## src/rtl/edist_pkg.sv

```systemverilog
`timescale 1ns / 1ps
`default_nettype none
package edist_pkg;

	localparam int SAMPLE_WIDTH_DEF = 16;
	localparam int ACC_WIDTH_DEF    = 48;

	localparam int VALUE_W = 16;
	localparam int SQSUM_W = 48;
	localparam int DIST_W  = 24;

	typedef struct packed {
		logic signed [VALUE_W-1:0] a_value;
		logic signed [VALUE_W-1:0] b_value;
		logic                      last_element;
	} item_t;

	typedef struct packed {
		logic [SQSUM_W-1:0] square_sum;
		logic [DIST_W-1:0]  distance;
		logic               saturated;
	} result_t;

	// controller -> datapath
	typedef struct packed {
		logic take;       // load the squaring stage
		logic advance;    // fold the squaring stage into the accumulator
		logic load_root;  // hand the final sum to the root unit
		logic step_root;  // one root bit
	} dp_cmd_t;

	// datapath -> controller
	typedef struct packed {
		logic last_s1;
	} dp_status_t;

endpackage
`default_nettype wire

```

## src/rtl/edist_ctrl.sv

```systemverilog
`timescale 1ns / 1ps
`default_nettype none
module edist_ctrl #(
	parameter int ACC_WIDTH = edist_pkg::ACC_WIDTH_DEF
) (
	input  wire logic                   clk,
	input  wire logic                   arst_n,
	input  wire logic                   item_valid,
	output logic                        item_ready,
	output logic                        result_valid,
	input  wire logic                   result_ready,
	input  wire edist_pkg::dp_status_t  status,
	output edist_pkg::dp_cmd_t          cmd
);
	import edist_pkg::*;

	localparam int ROOT_W = (ACC_WIDTH + 1) / 2;
	localparam int CNT_W  = $clog2(ROOT_W);

	localparam logic [1:0] ST_IDLE = 2'd0;
	localparam logic [1:0] ST_ROOT = 2'd1;
	localparam logic [1:0] ST_HOLD = 2'd2;

	logic [1:0]       state_q;
	logic [CNT_W-1:0] cnt_q;
	logic             valid_s1;
	logic             advance;
	logic             take;

	// a non-final element always drains; a final one waits for a free root unit
	assign advance = valid_s1 && (!status.last_s1 || state_q == ST_IDLE);
	assign item_ready = !valid_s1 || advance;
	assign take = item_valid && item_ready;
	assign result_valid = (state_q == ST_HOLD);

	always_comb begin
		cmd           = '0;
		cmd.take      = take;
		cmd.advance   = advance;
		cmd.load_root = advance && status.last_s1;
		cmd.step_root = (state_q == ST_ROOT);
	end

	always_ff @(posedge clk or negedge arst_n) begin
		if (!arst_n) begin
			valid_s1 <= 1'b0;
		end else if (take) begin
			valid_s1 <= 1'b1;
		end else if (advance) begin
			valid_s1 <= 1'b0;
		end
	end

	always_ff @(posedge clk or negedge arst_n) begin
		if (!arst_n) begin
			state_q <= ST_IDLE;
			cnt_q   <= '0;
		end else begin
			unique case (state_q)
				ST_IDLE: begin
					if (advance && status.last_s1) begin
						state_q <= ST_ROOT;
						cnt_q   <= '0;
					end
				end
				ST_ROOT: begin
					cnt_q <= cnt_q + 1'b1;
					if (cnt_q == CNT_W'(ROOT_W - 1)) begin
						state_q <= ST_HOLD;
					end
				end
				ST_HOLD: begin
					if (result_ready) begin
						state_q <= ST_IDLE;
					end
				end
				default: begin
					state_q <= ST_IDLE;
				end
			endcase
		end
	end

endmodule
`default_nettype wire

```

## src/rtl/edist_dp.sv

```systemverilog
`timescale 1ns / 1ps
`default_nettype none
module edist_dp #(
	parameter int SAMPLE_WIDTH = edist_pkg::SAMPLE_WIDTH_DEF,
	parameter int ACC_WIDTH    = edist_pkg::ACC_WIDTH_DEF
) (
	input  wire logic                   clk,
	input  wire logic                   arst_n,
	input  wire edist_pkg::item_t       item,
	input  wire edist_pkg::dp_cmd_t     cmd,
	output edist_pkg::dp_status_t       status,
	output edist_pkg::result_t          result
);
	import edist_pkg::*;

	localparam int SW     = SAMPLE_WIDTH;
	localparam int SQ_W   = 2 * SW + 2;
	localparam int SUM_W  = ((ACC_WIDTH > SQ_W) ? ACC_WIDTH : SQ_W) + 1;
	localparam int ROOT_W = (ACC_WIDTH + 1) / 2;
	localparam int RAD_W  = 2 * ROOT_W;
	localparam int REM_W  = ROOT_W + 1;
	localparam int TRY_W  = ROOT_W + 3;

	// squaring stage
	logic [SW-1:0]          a_raw;
	logic [SW-1:0]          b_raw;
	logic signed [SW:0]     diff;
	logic [SW:0]            mag;
	logic [SQ_W-1:0]        sq_s1;
	logic                   last_s1;

	// accumulate stage
	logic [ACC_WIDTH-1:0]   acc_q;
	logic                   ovf_q;
	logic [SUM_W-1:0]       sum;
	logic                   over;
	logic [ACC_WIDTH-1:0]   acc_new;
	logic                   ovf_new;

	// root unit
	logic [RAD_W-1:0]       rad_q;
	logic [REM_W-1:0]       rem_q;
	logic [ROOT_W-1:0]      root_q;
	logic [TRY_W-1:0]       shifted;
	logic [TRY_W-1:0]       trial;
	logic                   fits;
	logic [ACC_WIDTH-1:0]   sqsum_q;
	logic                   sat_q;

	assign a_raw = SW'($unsigned(item.a_value));
	assign b_raw = SW'($unsigned(item.b_value));
	assign diff  = $signed({a_raw[SW-1], a_raw}) - $signed({b_raw[SW-1], b_raw});
	assign mag   = diff[SW] ? $unsigned(-diff) : $unsigned(diff);

	always_ff @(posedge clk) begin
		if (cmd.take) begin
			sq_s1   <= SQ_W'(mag) * SQ_W'(mag);
			last_s1 <= item.last_element;
		end
	end

	assign status.last_s1 = last_s1;

	assign sum     = SUM_W'(acc_q) + SUM_W'(sq_s1);
	assign over    = sum > SUM_W'({ACC_WIDTH{1'b1}});
	assign acc_new = over ? {ACC_WIDTH{1'b1}} : ACC_WIDTH'(sum);
	assign ovf_new = ovf_q | over;

	always_ff @(posedge clk or negedge arst_n) begin
		if (!arst_n) begin
			acc_q <= '0;
			ovf_q <= 1'b0;
		end else if (cmd.advance) begin
			acc_q <= last_s1 ? '0 : acc_new;
			ovf_q <= last_s1 ? 1'b0 : ovf_new;
		end
	end

	// one root bit per step, restoring
	assign shifted = {rem_q, rad_q[RAD_W-1 -: 2]};
	assign trial   = TRY_W'({root_q, 2'b01});
	assign fits    = shifted >= trial;

	always_ff @(posedge clk) begin
		if (cmd.load_root) begin
			rad_q   <= RAD_W'(acc_new);
			rem_q   <= '0;
			root_q  <= '0;
			sqsum_q <= acc_new;
			sat_q   <= ovf_new;
		end else if (cmd.step_root) begin
			rad_q  <= rad_q << 2;
			rem_q  <= fits ? REM_W'(shifted - trial) : REM_W'(shifted);
			root_q <= {root_q[ROOT_W-2:0], fits};
		end
	end

	always_comb begin
		result            = '0;
		result.square_sum = SQSUM_W'(sqsum_q);
		result.distance   = DIST_W'(root_q);
		result.saturated  = sat_q;
	end

endmodule
`default_nettype wire

```

## src/rtl/euclidean_distance_engine.sv

```systemverilog
`timescale 1ns / 1ps
`default_nettype none
// Channel   Dir  Handshake                  Payload
// item      in   item_valid / item_ready    edist_pkg::item_t   (a_value, b_value, last_element)
// result    out  result_valid / result_ready edist_pkg::result_t (square_sum, distance, saturated)
//
// One element pair is taken per cycle while item_ready is high; the multiply and the
// saturating add are one stage each. A pair marked last moves from the squaring
// stage into the bit-serial square root unit (ROOT_W = (ACC_WIDTH + 1) / 2 root
// bits), which yields one root bit per cycle and then raises result_valid.
// The next vector keeps streaming while the root runs; its own last pair holds in
// the squaring stage until the root unit is idle and the pending result is taken.
// arst_n clears the accumulator, saturation flag and all control state.
module euclidean_distance_engine #(
	parameter int SAMPLE_WIDTH = edist_pkg::SAMPLE_WIDTH_DEF,
	parameter int ACC_WIDTH    = edist_pkg::ACC_WIDTH_DEF
) (
	input  wire logic               clk,
	input  wire logic               arst_n,
	input  wire logic               item_valid,
	output logic                    item_ready,
	input  wire edist_pkg::item_t   item,
	output logic                    result_valid,
	input  wire logic               result_ready,
	output edist_pkg::result_t      result
);
	import edist_pkg::*;

	// command and status between the sequencer and the datapath
	dp_cmd_t    cmd;
	dp_status_t status;

	// Controller: owns the squaring-stage valid, the accept/advance decision and
	// the root sequencer (idle, stepping, holding the result for the consumer).
	edist_ctrl #(
		.ACC_WIDTH (ACC_WIDTH)
	) u_ctrl (
		.clk          (clk),
		.arst_n       (arst_n),
		.item_valid   (item_valid),
		.item_ready   (item_ready),
		.result_valid (result_valid),
		.result_ready (result_ready),
		.status       (status),
		.cmd          (cmd)
	);

	// Datapath: difference and square, saturating accumulator, and the root
	// unit whose registers double as the output register.
	edist_dp #(
		.SAMPLE_WIDTH (SAMPLE_WIDTH),
		.ACC_WIDTH    (ACC_WIDTH)
	) u_dp (
		.clk    (clk),
		.arst_n (arst_n),
		.item   (item),
		.cmd    (cmd),
		.status (status),
		.result (result)
	);

endmodule
`default_nettype wire

```

## config.mk

```make
export PLATFORM = sky130hd
export DESIGN_NAME = euclidean_distance_engine
export DESIGN_NICKNAME = d
export VERILOG_FILES = /design/src/rtl/edist_pkg.sv /design/src/rtl/edist_ctrl.sv /design/src/rtl/edist_dp.sv /design/src/rtl/euclidean_distance_engine.sv
export SDC_FILE = /design/constraint.sdc
export NUM_CORES = 1
export LEC_CHECK = 0
export ABC_AREA = 1
export BUFFER_PORTS_ARGS = -buffer_cell sky130_fd_sc_hd__buf_2
export CAP_MARGIN = 20
export CORE_MARGIN = 10
export CORE_UTILIZATION = 69
export DETAILED_ROUTE_END_ITERATION = 6
export PLACE_DENSITY = 0.95
export SYNTH_ARGS = -nofsm -noshare
export SYNTH_HDL_FRONTEND = slang
export SYNTH_SLANG_ARGS = --single-unit
```

## constraint.sdc

```tcl
create_clock -name clk -period 6.12 [get_ports clk]
set_input_delay 0.918 -clock clk [delete_from_list [all_inputs] [get_ports clk]]
set_output_delay 0.918 -clock clk [all_outputs]
set_load 0.02 [all_outputs]
```

==> results of run 1 <==
-- cells by family after synthesis --
kind of cell | synth area share, %
AO/OA/AOI/OAI | 9.444
other | 0.03290
flip-flops | 27.78
adder cells (fa/ha/maj) | 26.93
XOR/XNOR | 3.272
AND/OR/NAND/NOR | 21.72
buffers and inverters | 10.82
-- per-stage QoR --
| step | TNS (ns) | instance area (um^2) | setup slack, ns |
|---|---|---|---|
| after floorplan | -24.24 | 23520 | -1.362 |
| after global placement | -38.31 | 26570 | -1.752 |
| after detailed placement | -46.23 | 26570 | -2.124 |
| after CTS | -26.50 | 28410 | -1.383 |
-- repair_timing --
| action | in CTS |
|---|---|
| pin swaps | 105 |
| buffers inserted | 57 |
| endpoints found under the setup margin | 27 |
| hold endpoints to repair | 0 |
| gates resized for setup | 179 |
| cloned | 1 |
-- metal layers --
metal | overflow | GRT usage, %
met1 | 20 | 74.33
met2 | 232 | 88.47
met5 | 2 | 44.96
met3 | 23 | 74.27
met4 | 162 | 82.95
-- cells in the mapped netlist, types with 8 or more instances --
cell	count	share of area, %
a22oi_1	23	0.76
inv_2	19	0.31
a21o_1	9	0.30
o211ai_1	14	0.46
ha_1	181	9.9
inv_1	554	9.1
nor3_1	21	0.46
xnor2_1	32	1.2
fa_1	194	17
edfxtp_1	131	17
dfrtp_1	57	6.2
nand2_1	681	11
nand3_1	104	2.3
nand4_1	33	0.90
xor2_1	47	1.8
clkbuf_1	31	0.51
o21ai_0	126	2.8
a21boi_0	15	0.49
nor2_2	10	0.27
nor2_4	14	0.69
nand3b_1	10	0.33
nor2_1	228	3.7
dfxtp_1	49	4.3
buf_2	8	0.18
a31oi_1	14	0.38
nand2_2	20	0.55
buf_4	9	0.30
a21oi_1	143	3.1
==> run metrics, run 1 <==
status stopped before the end; Stopped at global routing; Tool Error [ERROR GRT-0232] Routing congestion too high. Check the congestion heatmap in the GUI.; die height 201.9 um; Post-synth top flop edfxtp_1; FF+latch count, synth 237; sequential-to-total area share from yosys stat 27.78%; GPL Wtd Cong 1.022; Initial Util 69.98%; number of enable flip-flop cells after synthesis 131; largest net degree at the start of global routing 76; Post-CTS Hold Fix Bufs 0; Synth Instances 2,860; synthesis warning total 0; asr flop ratio synth 24.05%; CTS H-Tree Depth 1; Clock Sinks 237; HPWL Detailed 55.23 mm; GRT Residual Overflow 439; clock root buffer clkbuf_16; worst_ep kind register input; Crit. endpoint post-GRT repair u_dp.sq_s1[31]$_DFFE_PP_/D; I/O Buffers 111; Global Route Usage Sum 78.70%; dpl cells 3,657; syn avg cell area 7.981 um^2; CTS Buf Count 22; Clock Tree Buf Depth 3; row cnt 66; I/O pin total 112; synthesized area 22,830 um^2; Unique masters post-synth 59; Die Width 201.9 um
==> run 2: changes to the inputs <==
--- a/config.mk
+++ b/config.mk
@@ -9,9 +9,9 @@
 export BUFFER_PORTS_ARGS = -buffer_cell sky130_fd_sc_hd__buf_2
 export CAP_MARGIN = 20
 export CORE_MARGIN = 10
-export CORE_UTILIZATION = 69
+export CORE_UTILIZATION = 40
 export DETAILED_ROUTE_END_ITERATION = 6
-export PLACE_DENSITY = 0.95
+export PLACE_DENSITY_LB_ADDON = 0.15
 export SYNTH_ARGS = -nofsm -noshare
 export SYNTH_HDL_FRONTEND = slang
 export SYNTH_SLANG_ARGS = --single-unit
==> run metrics, run 2 <==
status finished with violations (was stopped before the end); failing checks negative setup slack; CTS tree built; Worst-Skew Late Latency 0.55 ns; CP max stage delay 0.59 ns; clock root buffer clkbuf_16 (unchanged); antenna viol nets, final 0; final WL 62.90 mm; largest net degree at the start of global routing 76; critical path arrival 7.79 ns; setup ws final -1.368 ns; vias in the first global route 20,330; routed wire length per instance 15.26 um; most frequent CP cell fa_1; Initial Util 40.40% (was 69.98%); CTS Buf Count 24 (was 22); DRC errors left 0; initial antenna violation count 0; Slew Viols, Final 0; Fill cells 5,266; row cnt 87 (was 66); commonest non-fill, non-tap cell in the layout nand2_1; Unique masters post-synth 59 (unchanged); core box area 56,500 um^2; Die Width 258.9 um (was 201.9 um); area of the multi-input gates 15,510 um^2; Startpoint Class input port; share of cells above drive strength 1 26.78%; Fmax 133.6 MHz; final core utilization 52.61%; CTS H-Tree Depth 1 (unchanged); Post-synth top flop edfxtp_1 (unchanged); fin crit period 7.488 ns; HPWL Detailed 50.33 mm (was 55.23 mm); registers with the most flip-flops u_dp.acc_q (48), u_dp.rad_q (48), u_dp.sqsum_q (48); final setup fails 25; DIE AREA 67,020 um^2; nets@finish 3,759; Hold WC Path Type reg -> reg; cell taking the most area after synthesis edfxtp_1 (unchanged); global-route wire length before repair 103.0 mm; # Max-Cap Violations 0; die height 258.9 um (was 201.9 um); number of enable flip-flop cells after synthesis 131 (unchanged); Final Hold Viols 0; commonest cells after routing, fill and taps aside nand2_1, inv_1, buf_4; vias 19,930; I/O Buffers 111 (unchanged); clock slew at reported path FFs 0.07 ns; Post-CTS Hold Fix Bufs 0 (unchanged); Global Route Usage Sum 18.51%; CP required 6.42 ns; Slew HR 41.35%; FF+latch count, synth 237 (unchanged); Slowest-stage cell, CP fa_2; Clock Tree Buf Depth 3 (unchanged); DRT iter0 DRCs 1,010; synthesis warning total 0 (unchanged); Final TNS setup -25.96 ns; Initial DRT Pass Iterations 5; sequential-to-total area share from yosys stat 27.78% (unchanged); # diodes 0; syn avg cell area 7.981 um^2 (unchanged); top post-synthesis cells by area edfxtp_1, fa_1, nand2_1 (unchanged); Max FO, Critical Path 7; pre-CTS worst setup slack -2.130 ns (was -2.124 ns); cell with the most instances after synthesis nand2_1 (unchanged); asr flop ratio synth 24.05% (unchanged); GRT Residual Overflow 0; Reg area 6341 um^2; Clock Sinks 237 (unchanged); Area growth, synth to finish 30.20%; Yosys top cell area share 17.23% (unchanged); period utilisation layout 122.3%; Setup crit end kind flop; clk_skew 0.02637 ns; vias per inst 4.836; I/O pin total 112 (unchanged); Worst Tran Pin Value 0.8767 ns; CP Class in -> reg; RSZ-0062 raised after global routing yes; Synth Instances 2,860 (unchanged); Post-synth top cells nand2_1, inv_1, nor2_1 (unchanged); synthesized area 22,830 um^2 (unchanged); GPL Wtd Cong 0.9013 (was 1.022)
==> run 2: worst paths after layout <==
path | from | endpoint | slack [ns] | depth (start not counted)
worst max-delay path | item[17] | u_dp.sq_s1[31] | -1.37 | 38
worst min-delay path | u_dp.rem_q[21] | u_dp.rem_q[21] | 0.48 | 2
worst max register to register | u_dp.acc_q[11] | u_dp.rad_q[25] | 2.57 | 15
worst min register to register | u_dp.rem_q[21] | u_dp.rem_q[21] | 0.48 | 2
max in group asynchronous | arst_n | u_dp.acc_q[41] | 5.02 | 2
min in group asynchronous | arst_n | u_ctrl.state_q[0] | 0.56 | 2
==> run 2: layout make-up <==
type / count / share of cell area (%)
clock buffers: 25 / 2.105
clock inverters: 19 / 0.7536
inverters: 578 / 7.532
multi-input cells: 2000 / 52.19
flip-flops and latches: 237 / 21.34
well taps: 756 / 3.183
repair buffers: 505 / 12.86
repair inverters: 1 / 0.03789
==> run 2: per-layer routing <==
metal | GRT usage, % | vias up | part of all wire [%]
li1 | - | 9989 | -
met3 | 1.390 | 76 | 3.8
met2 | 33.01 | 347 | 49
met1 | 23.86 | 9519 | 45
met4 | 4.574 | 0 | 2.2
met5 | 0 | - | 0
==> run 2: what timing repair did <==
item / in CTS / in global routing
setup endpoints to repair: 26 / 27
gates cloned: 1 / 0
endpoints found under the hold margin: 0 / 0
buffers inserted: 49 / 39
resized for setup: 122 / 162
pin swaps: 113 / 139
==> run 2: logic make-up after synthesis <==
group,share of synthesized area [%]
xor gates and xnor gates,3.272
buffers and inverters,10.82
AOI/OAI and AO/OA,9.444
and+or+nand+nor,21.72
adders and majority gates,26.93
other,0.03290
DFF,27.78
==> run 2: metrics by stage <==
stage          std cells  instance area [um^2]  hold slack (ns)
6_report            4121                 29720           0.4780
5_1_grt             4121                 29720           0.5023
4_1_cts             4089                 28810           0.4782
3_5_place_dp        3997                 27130           0.4691
3_3_place_gp        3997                 27130           0.4641
2_1_floorplan       2870                 23520           0.4449
==> run 2: critical path: cells and delay by family <==
kind	cells	cell delay [ns]
compound gates	5	0.79
xor+xnor	1	0.15
fa+ha+maj	10	4.19
buf+inv	10	0.71
simple gates	12	1.03
Power of run 2 is not shown: default switching activity piles up to over one toggle a cycle in this logic, so the estimate is an artifact.
==> run 3: changes to the inputs <==
--- a/config.mk
+++ b/config.mk
@@ -6,12 +6,14 @@
 export NUM_CORES = 1
 export LEC_CHECK = 0
 export ABC_AREA = 1
+export ABC_CLOCK_PERIOD_IN_PS = 6120
 export BUFFER_PORTS_ARGS = -buffer_cell sky130_fd_sc_hd__buf_2
 export CAP_MARGIN = 20
 export CORE_MARGIN = 10
-export CORE_UTILIZATION = 40
+export CORE_UTILIZATION = 56
 export DETAILED_ROUTE_END_ITERATION = 6
 export PLACE_DENSITY_LB_ADDON = 0.15
+export REMOVE_ABC_BUFFERS = 1
 export SYNTH_ARGS = -nofsm -noshare
 export SYNTH_HDL_FRONTEND = slang
 export SYNTH_SLANG_ARGS = --single-unit
==> run metrics, run 3 (synthesis gave the netlist of run 2 again) <==
registers with the most flip-flops u_dp.acc_q (48), u_dp.rad_q (48), u_dp.sqsum_q (48) (unchanged); commonest cells after routing, fill and taps aside nand2_1, inv_1, buf_4 (unchanged); pre-CTS worst setup slack -2.301 ns (was -2.130 ns); I/O pin total 112 (unchanged); # Max-Cap Violations 0 (unchanged); Clock Tree Buf Depth 3 (unchanged); Slew HR 41.89% (was 41.35%); routed wire length per instance 16.70 um (was 15.26 um); most frequent CP cell nor2_4 (was fa_1); CP required 6.40 ns (was 6.42 ns); Clock Sinks 237 (unchanged); vias per inst 5.291 (was 4.836); RR Endpoint u_dp.root_q[8] (was u_dp.rad_q[25]); Die Width 221.9 um (was 258.9 um); DIE AREA 49,240 um^2 (was 67,020 um^2); Final Hold Viols 0 (unchanged); final core utilization 72.94% (was 52.61%); die height 221.9 um (was 258.9 um); largest net degree at the start of global routing 70 (was 76); CP Class in -> reg (unchanged); post-route insts no fill 3,857 (was 4,121); GRT Residual Overflow 0 (unchanged); CP max stage delay 0.58 ns (was 0.59 ns); failing checks negative setup slack (unchanged); setup ws final -1.340 ns (was -1.368 ns); Startpoint Class input port (unchanged); global-route wire length before repair 102.8 mm (was 103.0 mm); Slowest-stage cell, CP fa_2 (unchanged); GPL Wtd Cong 0.9480 (was 0.9013); reg2reg start u_ctrl.state_q[1] (was u_dp.acc_q[11]); period utilisation layout 121.9% (was 122.3%); Slew Viols, Final 0 (unchanged); CTS Buf Count 23 (was 24); Worst-Skew Late Latency 0.53 ns (was 0.55 ns); end of the critical path u_dp.sq_s1[31] (unchanged); critical path arrival 7.74 ns (was 7.79 ns); Initial Util 57.06% (was 40.40%); Max FO, Critical Path 6 (was 7); GR Util met3 1.964% (was 1.390%); share of cells above drive strength 1 26.77% (was 26.78%); Area growth, synth to finish 27.84% (was 30.20%); CTS H-Tree Depth 1 (unchanged); status finished with violations (unchanged); Fmax 134.0 MHz (was 133.6 MHz); dpl cells 3,732 (was 3,997); Setup crit end kind flop (unchanged); commonest non-fill, non-tap cell in the layout nand2_1 (unchanged); CP Launch Point item[17] (unchanged); RSZ-0062 raised after global routing yes (unchanged); Min-Delay Startpoint u_dp.rem_q[21] (unchanged); vias 20,410 (was 19,930); Hold WC Path Type reg -> reg (unchanged); core box area 40,010 um^2 (was 56,500 um^2); DRT iter0 DRCs 1,522 (was 1,010); # diodes 0 (unchanged); Initial DRT Pass Iterations 6 (was 5); antenna viol nets, final 0 (unchanged); row cnt 73 (was 87); I/O Buffers 111 (unchanged); HPWL Detailed 48.28 mm (was 50.33 mm); DRC errors left 0 (unchanged); CTS tree built (unchanged); fin crit period 7.460 ns (was 7.488 ns); R2R depth 12 (was 15); Worst Tran Pin Value 0.8664 ns (was 0.8767 ns); final setup fails 25 (unchanged); busiest grt layer met2 (unchanged); clock root buffer clkbuf_16 (unchanged); initial antenna violation count 0 (unchanged); GR Util met1 31.89% (was 23.86%); nets@finish 3,728 (was 3,759); clk_skew 0.01190 ns (was 0.02637 ns); vias in the first global route 20,830 (was 20,330); M2 GR Usage 43.53% (was 33.01%); Worst R2R Setup Slack 2.27 ns (was 2.57 ns); Global Route Usage Sum 24.84% (was 18.51%); final WL 64.42 mm (was 62.90 mm); clock slew at reported path FFs 0.06 ns (was 0.07 ns)
==> run 3: worst min path at each step <==
stage,to,slack (ns),depth (start not counted)
floorplan,u_dp.rem_q[1],0.44,2
global placement,u_dp.rem_q[1],0.46,2
detailed placement,u_dp.rem_q[1],0.46,2
CTS,u_dp.rem_q[1],0.48,2
global route,u_dp.rem_q[1],0.49,2
finish,u_dp.rem_q[21],0.48,2
==> run 3: layer usage <==
layer  routed length [um]  vias to the layer above
met5                    0                        -
li1                     -                     9923
met2                32140                      502
met4                 1964                        0
met3                 2548                      117
met1                27770                     9864
==> run 3: layout make-up <==
type	count	area, um^2
multi-input combinational	2000	15560
fill	2987	10820
sequential	237	6341
timing repair buffer	475	3660
inverter	578	2225
tap	525	656.9
clock buffer	27	610.6
clock inverter	14	122.6
timing repair inverter	1	8.758
==> run 3: critical path, delay by kind of cell <==
kind / cells / cell delay [ns]
XOR/XNOR: 1 / 0.16
AND/OR/NAND/NOR: 14 / 1.46
AO/OA/AOI/OAI: 4 / 0.56
adder cells (fa/ha/maj): 10 / 4.12
buffers and inverters: 9 / 0.53
==> run 3: repair_timing <==
action                     4_1_cts  5_1_grt
setup endpoints to repair       26       27
cloned                           0        1
hold buffers                     0        0
gates resized for setup        297      161
setup buffers                   52       35
pin swaps                      177       93
==> run 3: through the flow <==
step | instance area (um^2) | hold slack (ns) | setup TNS, ns
after CTS | 28260 | 0.4771 | -23.48
after floorplan | 22580 | 0.4449 | -45.03
after global placement | 25930 | 0.4621 | -47.34
after detailed placement | 25930 | 0.4638 | -49.57
after global routing | 29180 | 0.4938 | -32.53
final | 29180 | 0.4761 | -26.90
Power of run 3 is left out for the same reason.
